<file path="config.mk">
export PLATFORM = sky130hd
export DESIGN_NAME = integer_to_ascii_dec_hex
export DESIGN_NICKNAME = d
export VERILOG_FILES = /design/src/hw/rtl/itoa_pkg.sv /design/src/hw/rtl/itoa_front.sv /design/src/hw/rtl/itoa_queue.sv /design/src/hw/rtl/itoa_back.sv /design/src/hw/rtl/integer_to_ascii_dec_hex.sv
export SDC_FILE = /design/constraint.sdc
export NUM_CORES = 1
export LEC_CHECK = 0
export CAP_MARGIN = 40
export CORE_AREA = 2 2 209 211
export CTS_CLUSTER_DIAMETER = 30
export DETAILED_ROUTE_END_ITERATION = 7
export DIE_AREA = 0 0 211 213
export DONT_BUFFER_PORTS = 1
export GPL_TIMING_DRIVEN = 0
export PLACE_DENSITY_LB_ADDON = 0.05
export SYNTH_ARGS = -nofsm -noshare
export SYNTH_HDL_FRONTEND = slang
export SYNTH_SLANG_ARGS = --single-unit
</file>
<file path="constraint.sdc">
create_clock -name clk -period 7.8 [get_ports clk]
set_clock_uncertainty 0.2 [all_clocks]
set_input_delay 0.39 -clock clk [delete_from_list [all_inputs] [get_ports clk]]
set_output_delay 0.39 -clock clk [all_outputs]
set_load 0.02 [all_outputs]
</file>
<file path="src/hw/rtl/itoa_pkg.sv">
`default_nettype none

package itoa_pkg;

    // operand width; the value field carries 32 bits, so this stays at or below 32
    localparam int VALUE_BITS = 32;

    // operand padded to whole nibbles
    localparam int PAD_BITS   = ((VALUE_BITS + 3) / 4) * 4;
    localparam int HEX_DIGITS = PAD_BITS / 4;
    // decimal digit slots, enough for 2**VALUE_BITS - 1 (spare slots stay zero)
    localparam int DEC_DIGITS = (VALUE_BITS * 3) / 10 + 2;
    localparam int NDIG       = DEC_DIGITS;
    localparam int DIG_W      = NDIG * 4;
    localparam int CNT_W      = $clog2(NDIG + 1);
    localparam int STEP_W     = $clog2(HEX_DIGITS + 1);

    localparam int QUEUE_DEPTH_DEF = 2;

    // mode codes
    localparam logic [1:0] MODE_SDEC = 2'd0;
    localparam logic [1:0] MODE_UDEC = 2'd1;
    localparam logic [1:0] MODE_LHEX = 2'd2;
    localparam logic [1:0] MODE_UHEX = 2'd3;

    localparam logic [7:0] CH_MINUS   = 8'h2D;
    localparam logic [7:0] CH_ZERO    = 8'h30;
    localparam logic [7:0] CH_LOWER_A = 8'h61;
    localparam logic [7:0] CH_UPPER_A = 8'h41;

    typedef struct packed {
        logic [1:0]  mode;
        logic [31:0] value;
    } in_item_t;

    typedef struct packed {
        logic [7:0] char_out;
        logic       last;
    } out_item_t;

    // classified operand as handed from front to back
    typedef struct packed {
        logic                  neg;
        logic                  hex;
        logic                  upper;
        logic [VALUE_BITS-1:0] mag;
    } job_t;

    typedef struct packed {
        logic valid;
        job_t job;
    } push_t;

    typedef struct packed {
        logic valid;
        job_t job;
    } head_t;

    typedef struct packed {
        logic busy;
        logic emitting;
    } back_stat_t;

    function automatic logic [7:0] digit_char(input logic [3:0] d, input logic upper);
        logic [7:0] res;
        if (d < 4'd10) begin
            res = CH_ZERO + {4'b0000, d};
        end
        else if (upper) begin
            res = CH_UPPER_A + {4'b0000, d - 4'd10};
        end
        else begin
            res = CH_LOWER_A + {4'b0000, d - 4'd10};
        end
        return res;
    endfunction

endpackage

`default_nettype wire

</file>
<file path="src/hw/rtl/itoa_front.sv">
`default_nettype none

module itoa_front (
    input  wire logic              item_valid,
    output logic                   item_stall,
    input  wire itoa_pkg::in_item_t item,
    input  wire logic              q_full,
    output itoa_pkg::push_t        push
);
    import itoa_pkg::*;

    logic [VALUE_BITS-1:0] v;
    logic                  neg;

    // negative signed operand: take two's complement magnitude
    assign v   = item.value[VALUE_BITS-1:0];
    assign neg = (item.mode == MODE_SDEC) && v[VALUE_BITS-1];

    assign item_stall    = q_full;
    assign push.valid    = item_valid && !q_full;
    assign push.job.neg  = neg;
    assign push.job.hex  = (item.mode == MODE_LHEX) || (item.mode == MODE_UHEX);
    assign push.job.upper = (item.mode == MODE_UHEX);
    assign push.job.mag  = neg ? VALUE_BITS'(~v + 1'b1) : v;

endmodule

`default_nettype wire

</file>
<file path="src/hw/rtl/itoa_queue.sv">
`default_nettype none

module itoa_queue #(
    parameter int DEPTH = itoa_pkg::QUEUE_DEPTH_DEF
) (
    input  wire logic           clk,
    input  wire logic           rst_n,
    input  wire itoa_pkg::push_t push,
    input  wire logic           pop,
    output logic                full,
    output itoa_pkg::head_t     head
);
    import itoa_pkg::*;

    localparam int PTR_W = (DEPTH > 1) ? $clog2(DEPTH) : 1;
    localparam int CW    = $clog2(DEPTH + 1);

    job_t             mem_reg [DEPTH];
    logic [PTR_W-1:0] wr_ptr_reg;
    logic [PTR_W-1:0] rd_ptr_reg;
    logic [CW-1:0]    count_reg;
    logic             do_pop;

    assign full       = (count_reg == CW'(DEPTH));
    assign head.valid = (count_reg != '0);
    assign head.job   = mem_reg[rd_ptr_reg];
    assign do_pop     = pop && head.valid;

    always_ff @(posedge clk)
    begin
        if (push.valid)
        begin
            mem_reg[wr_ptr_reg] <= push.job;
        end
    end

    always_ff @(posedge clk or negedge rst_n)
    begin
        if (!rst_n)
        begin
            wr_ptr_reg <= '0;
            rd_ptr_reg <= '0;
            count_reg  <= '0;
        end
        else
        begin
            if (push.valid)
            begin
                wr_ptr_reg <= (wr_ptr_reg == PTR_W'(DEPTH - 1)) ? '0 : wr_ptr_reg + 1'b1;
            end
            if (do_pop)
            begin
                rd_ptr_reg <= (rd_ptr_reg == PTR_W'(DEPTH - 1)) ? '0 : rd_ptr_reg + 1'b1;
            end
            if (push.valid && !do_pop)
            begin
                count_reg <= count_reg + 1'b1;
            end
            else if (do_pop && !push.valid)
            begin
                count_reg <= count_reg - 1'b1;
            end
        end
    end

endmodule

`default_nettype wire

</file>
<file path="src/hw/rtl/itoa_back.sv">
`default_nettype none

module itoa_back (
    input  wire logic            clk,
    input  wire logic            rst_n,
    input  wire itoa_pkg::head_t head,
    output logic                 pop,
    output logic                 result_valid,
    input  wire logic            result_stall,
    output itoa_pkg::out_item_t  result,
    output itoa_pkg::back_stat_t stat
);
    import itoa_pkg::*;

    typedef enum logic [1:0] {
        ST_IDLE,
        ST_CONV,
        ST_SKIP,
        ST_EMIT
    } state_t;

    state_t              state_reg;
    logic [DIG_W-1:0]    dig_reg;
    logic [PAD_BITS-1:0] mag_reg;
    logic [CNT_W-1:0]    cnt_reg;
    logic [STEP_W-1:0]   step_reg;
    logic                neg_reg;
    logic                upper_reg;
    logic                out_valid_reg;
    out_item_t           out_reg;

    logic [PAD_BITS-1:0] load_mag;
    logic [DIG_W-1:0]    dabble_next;
    logic [3:0]          top_dig;
    logic                room;

    // one shift-and-add-3 step over every bcd slot
    function automatic logic [DIG_W-1:0] dabble(input logic [DIG_W-1:0] bcd, input logic b);
        logic [DIG_W-1:0] adj;
        adj = bcd;
        for (int i = 0; i < NDIG; i++)
        begin
            if (bcd[i*4 +: 4] >= 4'd5)
            begin
                adj[i*4 +: 4] = bcd[i*4 +: 4] + 4'd3;
            end
        end
        return {adj[DIG_W-2:0], b};
    endfunction

    always_comb
    begin
        dabble_next = dig_reg;
        for (int k = 0; k < 4; k++)
        begin
            dabble_next = dabble(dabble_next, mag_reg[PAD_BITS-1-k]);
        end
    end

    assign load_mag = PAD_BITS'(head.job.mag);
    assign top_dig  = dig_reg[DIG_W-1 -: 4];
    assign room     = !out_valid_reg || !result_stall;
    assign pop      = (state_reg == ST_IDLE) && head.valid;

    assign result_valid  = out_valid_reg;
    assign result        = out_reg;
    assign stat.busy     = (state_reg != ST_IDLE);
    assign stat.emitting = (state_reg == ST_EMIT);

    always_ff @(posedge clk or negedge rst_n)
    begin
        if (!rst_n)
        begin
            state_reg     <= ST_IDLE;
            dig_reg       <= '0;
            mag_reg       <= '0;
            cnt_reg       <= '0;
            step_reg      <= '0;
            neg_reg       <= 1'b0;
            upper_reg     <= 1'b0;
            out_valid_reg <= 1'b0;
            out_reg       <= '0;
        end
        else
        begin
            // in emit the output valid is handled by the emit arm
            if (out_valid_reg && !result_stall && (state_reg != ST_EMIT))
            begin
                out_valid_reg <= 1'b0;
            end
            case (state_reg)
                ST_IDLE:
                begin
                    if (head.valid)
                    begin
                        neg_reg   <= head.job.neg;
                        upper_reg <= head.job.upper;
                        if (head.job.hex)
                        begin
                            dig_reg   <= DIG_W'(load_mag) << (DIG_W - PAD_BITS);
                            cnt_reg   <= CNT_W'(HEX_DIGITS);
                            state_reg <= ST_SKIP;
                        end
                        else
                        begin
                            dig_reg   <= '0;
                            mag_reg   <= load_mag;
                            step_reg  <= STEP_W'(HEX_DIGITS);
                            state_reg <= ST_CONV;
                        end
                    end
                end
                ST_CONV:
                begin
                    dig_reg  <= dabble_next;
                    mag_reg  <= mag_reg << 4;
                    step_reg <= step_reg - 1'b1;
                    if (step_reg == STEP_W'(1))
                    begin
                        cnt_reg   <= CNT_W'(NDIG);
                        state_reg <= ST_SKIP;
                    end
                end
                ST_SKIP:
                begin
                    // drop leading zeros, keep at least one digit
                    if ((top_dig == 4'd0) && (cnt_reg != CNT_W'(1)))
                    begin
                        dig_reg <= dig_reg << 4;
                        cnt_reg <= cnt_reg - 1'b1;
                    end
                    else
                    begin
                        state_reg <= ST_EMIT;
                    end
                end
                ST_EMIT:
                begin
                    if (room)
                    begin
                        out_valid_reg <= 1'b1;
                        if (neg_reg)
                        begin
                            out_reg.char_out <= CH_MINUS;
                            out_reg.last     <= 1'b0;
                            neg_reg          <= 1'b0;
                        end
                        else
                        begin
                            out_reg.char_out <= digit_char(top_dig, upper_reg);
                            out_reg.last     <= (cnt_reg == CNT_W'(1));
                            dig_reg          <= dig_reg << 4;
                            cnt_reg          <= cnt_reg - 1'b1;
                            if (cnt_reg == CNT_W'(1))
                            begin
                                state_reg <= ST_IDLE;
                            end
                        end
                    end
                end
                default:
                begin
                    state_reg <= ST_IDLE;
                end
            endcase
        end
    end

endmodule

`default_nettype wire

</file>
<file path="src/hw/rtl/integer_to_ascii_dec_hex.sv">
// path: hex operands go from the queue through leading-zero skip to the character output;
//   decimal operands first pass the nibble-serial bcd unit, then leading-zero skip and output
// throughput: one character per cycle once emitting, while result_stall is low; the back end
//   takes the next operand only after the last character of the current one
// reset: rst_n asynchronous, active low; clears queue, state and output valid
`default_nettype none

module integer_to_ascii_dec_hex #(
    parameter int QUEUE_DEPTH = itoa_pkg::QUEUE_DEPTH_DEF
) (
    input  wire logic               clk,
    input  wire logic               rst_n,
    input  wire logic               item_valid,
    output logic                    item_stall,
    input  wire itoa_pkg::in_item_t item,
    output logic                    result_valid,
    input  wire logic               result_stall,
    output itoa_pkg::out_item_t     result
);
    import itoa_pkg::*;

    // front to queue: classified operand (sign, base, letter case, magnitude)
    push_t      push;
    logic       q_full;
    // queue to back: oldest classified operand
    head_t      head;
    logic       pop;
    back_stat_t bk_stat;

    // front: sign check and negation, base and case decode
    itoa_front u_front (
        .item_valid (item_valid),
        .item_stall (item_stall),
        .item       (item),
        .q_full     (q_full),
        .push       (push)
    );

    // short queue decouples accepting operands from emitting characters
    itoa_queue #(
        .DEPTH (QUEUE_DEPTH)
    ) u_queue (
        .clk   (clk),
        .rst_n (rst_n),
        .push  (push),
        .pop   (pop),
        .full  (q_full),
        .head  (head)
    );

    // back: bcd conversion four bits a cycle, leading zero skip, character output register
    itoa_back u_back (
        .clk          (clk),
        .rst_n        (rst_n),
        .head         (head),
        .pop          (pop),
        .result_valid (result_valid),
        .result_stall (result_stall),
        .result       (result),
        .stat         (bk_stat)
    );

    // a minus sign always has digits after it
    a_minus_not_last: assert property (@(posedge clk) disable iff (!rst_n)
        (result_valid && (result.char_out == CH_MINUS)) |-> !result.last)
        else $error("minus sign flagged as last");

    // only digits, hex letters or minus leave the block
    a_char_set: assert property (@(posedge clk) disable iff (!rst_n)
        result_valid |-> ((result.char_out >= 8'h30 && result.char_out <= 8'h39) ||
                          (result.char_out >= 8'h61 && result.char_out <= 8'h66) ||
                          (result.char_out >= 8'h41 && result.char_out <= 8'h46) ||
                          (result.char_out == CH_MINUS)))
        else $error("unexpected character");

    // a new character is loaded only while the back end is emitting
    a_emit_only: assert property (@(posedge clk) disable iff (!rst_n)
        !bk_stat.emitting |=> !$rose(result_valid))
        else $error("character produced outside emit");

    // the back end never takes an operand while the queue is empty
    a_pop_nonempty: assert property (@(posedge clk) disable iff (!rst_n)
        pop |-> head.valid)
        else $error("pop from empty queue");

endmodule

`default_nettype wire

</file>
==> metrics.txt <==
Worst Path Required=7.97 ns; CP Cell Sequence=inv_1 > ha_1 > nor2b_1 > a2bb2oi_1 > nand2_1 > ha_1 > or3_1 > a221oi_1 > or2_2 > mux2i_1 > a2111oi_0 > mux2_2 > o21ai_1 > a22oi_1; MaxCap Viol Count=0; Final Max Slew Viols=0; IO buf count=0; most frequent CP cell=ha_1; Yosys reg bits=171; post-synthesis simple-gate area fraction=14.3%; DIE HEIGHT=213 um; Cells after Synth=1417; DR pass1 iterations=5; Resize count post-CTS=0; Root Buffer=clkbuf_16; site row count=76; Mapped Nets=1515; total clock sinks=171; final net count=1572; Max stage delay on crit path=0.57 ns; setup_tns=0 ns; post-synthesis mux area share=8.99%; H-tree depth=4; f_max=0.235 GHz; most common cell after layout, fill and taps aside=nor2_1; Die ar.=44900 sq um; post-detailed-route count of antenna-violating nets=0; vias per inst=5.23; top-area cell type share of the netlist area=19.9%; main area contributors after synthesis=dfrtp_1 20%, edfxtp_1 17%, ha_1 5.9%; first-pass GRT wire length=58500 um; CTS Buffer Depth=2; Setup Crit Path Kind=reg2reg; Setup Buffers After CTS=0; Netlist cell types=81; I/O pin total=49; Final setup viols=0; initial antenna violation count=0; Core Area=42700 sq um; clock transition at the registers of the reported paths=0.07 ns; area post-placement=13400 sq um; CTS tree=done; Syn Area/Cell=8.94 sq um; vias in the first global route=10400; fin worst setup slack=3.55 ns; Worst path slowest cell=a2111oi_0; share of layout cells above drive strength 1=8.47%; Synth Area in Adders=6.00%; final period utilization=54.5%; Placed Cells=1967; Post-synth EDFFs=70; Post-synth ARST share=59.1%; max reg flops=70; r2r setup slk=3.55 ns; Setup crit start kind=register; RSZ-0062 raised after global routing=no; gpl congestion=0.786; # diodes=0; post-route insts no fill=2033; Clk Latency, worst-skew pair=0.45 ns; dpl ws=3.55 ns; Worst Hold Class=in2reg; crit path time final=4.25 ns; Ys Warns=0; Synth Area in XOR/XNOR=4.76%; Worst setup EP type=register; ys flop type=dfrtp_1; status=complete, no violations; worst endpoint data arrival time=4.42 ns; Routed WL per cell=18.4 um; hold-fix buffers at CTS=34; Die Wd=211 um; synthesized cell area=12700 sq um; TritonCTS buffer count=17; design area=14400 sq um; area grow syn2layout=13.3%; drt drc=0; highest fanout seen on the critical path=8; largest family of logic cells by synthesized area=compound AO/OA/AOI/OAI gates; hpwl dp=28800 um; final wirelength=37400 um; Synth Area in Compound Gates=25.0%; Rel. slew slack=38.9%; worst-margin pin slew=0.913 ns; First DRT Iteration DRCs=562; GRT Total Usage=17.0%; Synth area leader=dfrtp_1; Final Hold Fails=0; sequential area share after synthesis=36.5%; most frequent cells in the layout=124 x nor2_1, 109 x a21oi_1, 107 x o21ai_0; pin count of the biggest net entering global routing=102; Initial Utilization=29.7%; grt ovf=0; via count=10600
[layer usage]
| layer | track usage, % | wire [um] | vias to the layer above |
|---|---|---|---|
| met5 | 0 | 0 | - |
| met4 | 3.96 | 342 | 0 |
| met3 | 2.31 | 1060 | 24 |
| met2 | 28.4 | 17600 | 165 |
| met1 | 23.2 | 18400 | 5087 |
| li1 | - | - | 5353 |
[cell type report]
cell class                 instances  area (sq um)
inverter                          82           308
sequential                       171          4630
tap                              546           683
fill                            4444         28300
clock inverter                    14           144
clock buffer                      18           429
timing repair buffer              38           417
buffer                            61           244
multi-input combinational       1103          7500
[metrics by stage]
stage               utilization, %  hold WS (ns)
CTS                           33.6        0.0147
finish                        33.6        0.0616
global placement              31.3        -0.104
floorplan                        -        -0.106
global route                  33.6        0.0470
detailed placement            31.4        -0.102
[kinds of logic after synthesis]
kind of cell               Yosys count
muxes                              107
and+or+nand+nor                    381
buffers and inverters              143
AOI/OAI and AO/OA                  485
other                                1
xor gates and xnor gates            68
DFF                                171
adders and majority gates           61
[cells in the mapped netlist, drive strengths merged (18+ instances only)]
cell type and number:
o22ai 20, edfxtp 70, nor2 125, mux2 52, nand3 18, o21ai 131
nand2 101, a21oi 111, a31oi 30, xnor2 42, ha 60, a221oi 27
nor3 22, inv 82, clkbuf 47, o211ai 20, a211oi 21, nand2b 34
xor2 26, mux2i 55, dfrtp 101
[path summary, 6_finish.rpt]
kind	start	to	cells after the start
max in group asynchronous	rst_n	u_back.mag_reg[13]$_DFFE_PN0P_	2
min in group asynchronous	rst_n	u_back.neg_reg$_DFFE_PN0P_	2
worst min-delay path	result_stall	u_back.result_valid$_DFF_PN0_	2
worst max register to register	u_back.dig_reg[36]$_DFFE_PN0P_	u_back.dig_reg[37]$_DFFE_PN0P_	14
worst min register to register	u_back.cnt_reg[1]$_DFFE_PN0P_	u_back.cnt_reg[1]$_DFFE_PN0P_	1
worst max-delay path	u_back.dig_reg[36]$_DFFE_PN0P_	u_back.dig_reg[37]$_DFFE_PN0P_	14
[worst max-delay path, delay by kind of cell (launching register included)]
kind / cells / cell delay, ns
flops: 1 / 0.48
simple gates: 4 / 0.92
mux: 2 / 0.42
compound gates: 5 / 1.58
fa+ha+maj: 2 / 0.45
buf+inv: 1 / 0.10
Power is left out: the tool's default activity adds up to more than one toggle a clock period on the data nets, which glitch-free logic cannot reach.
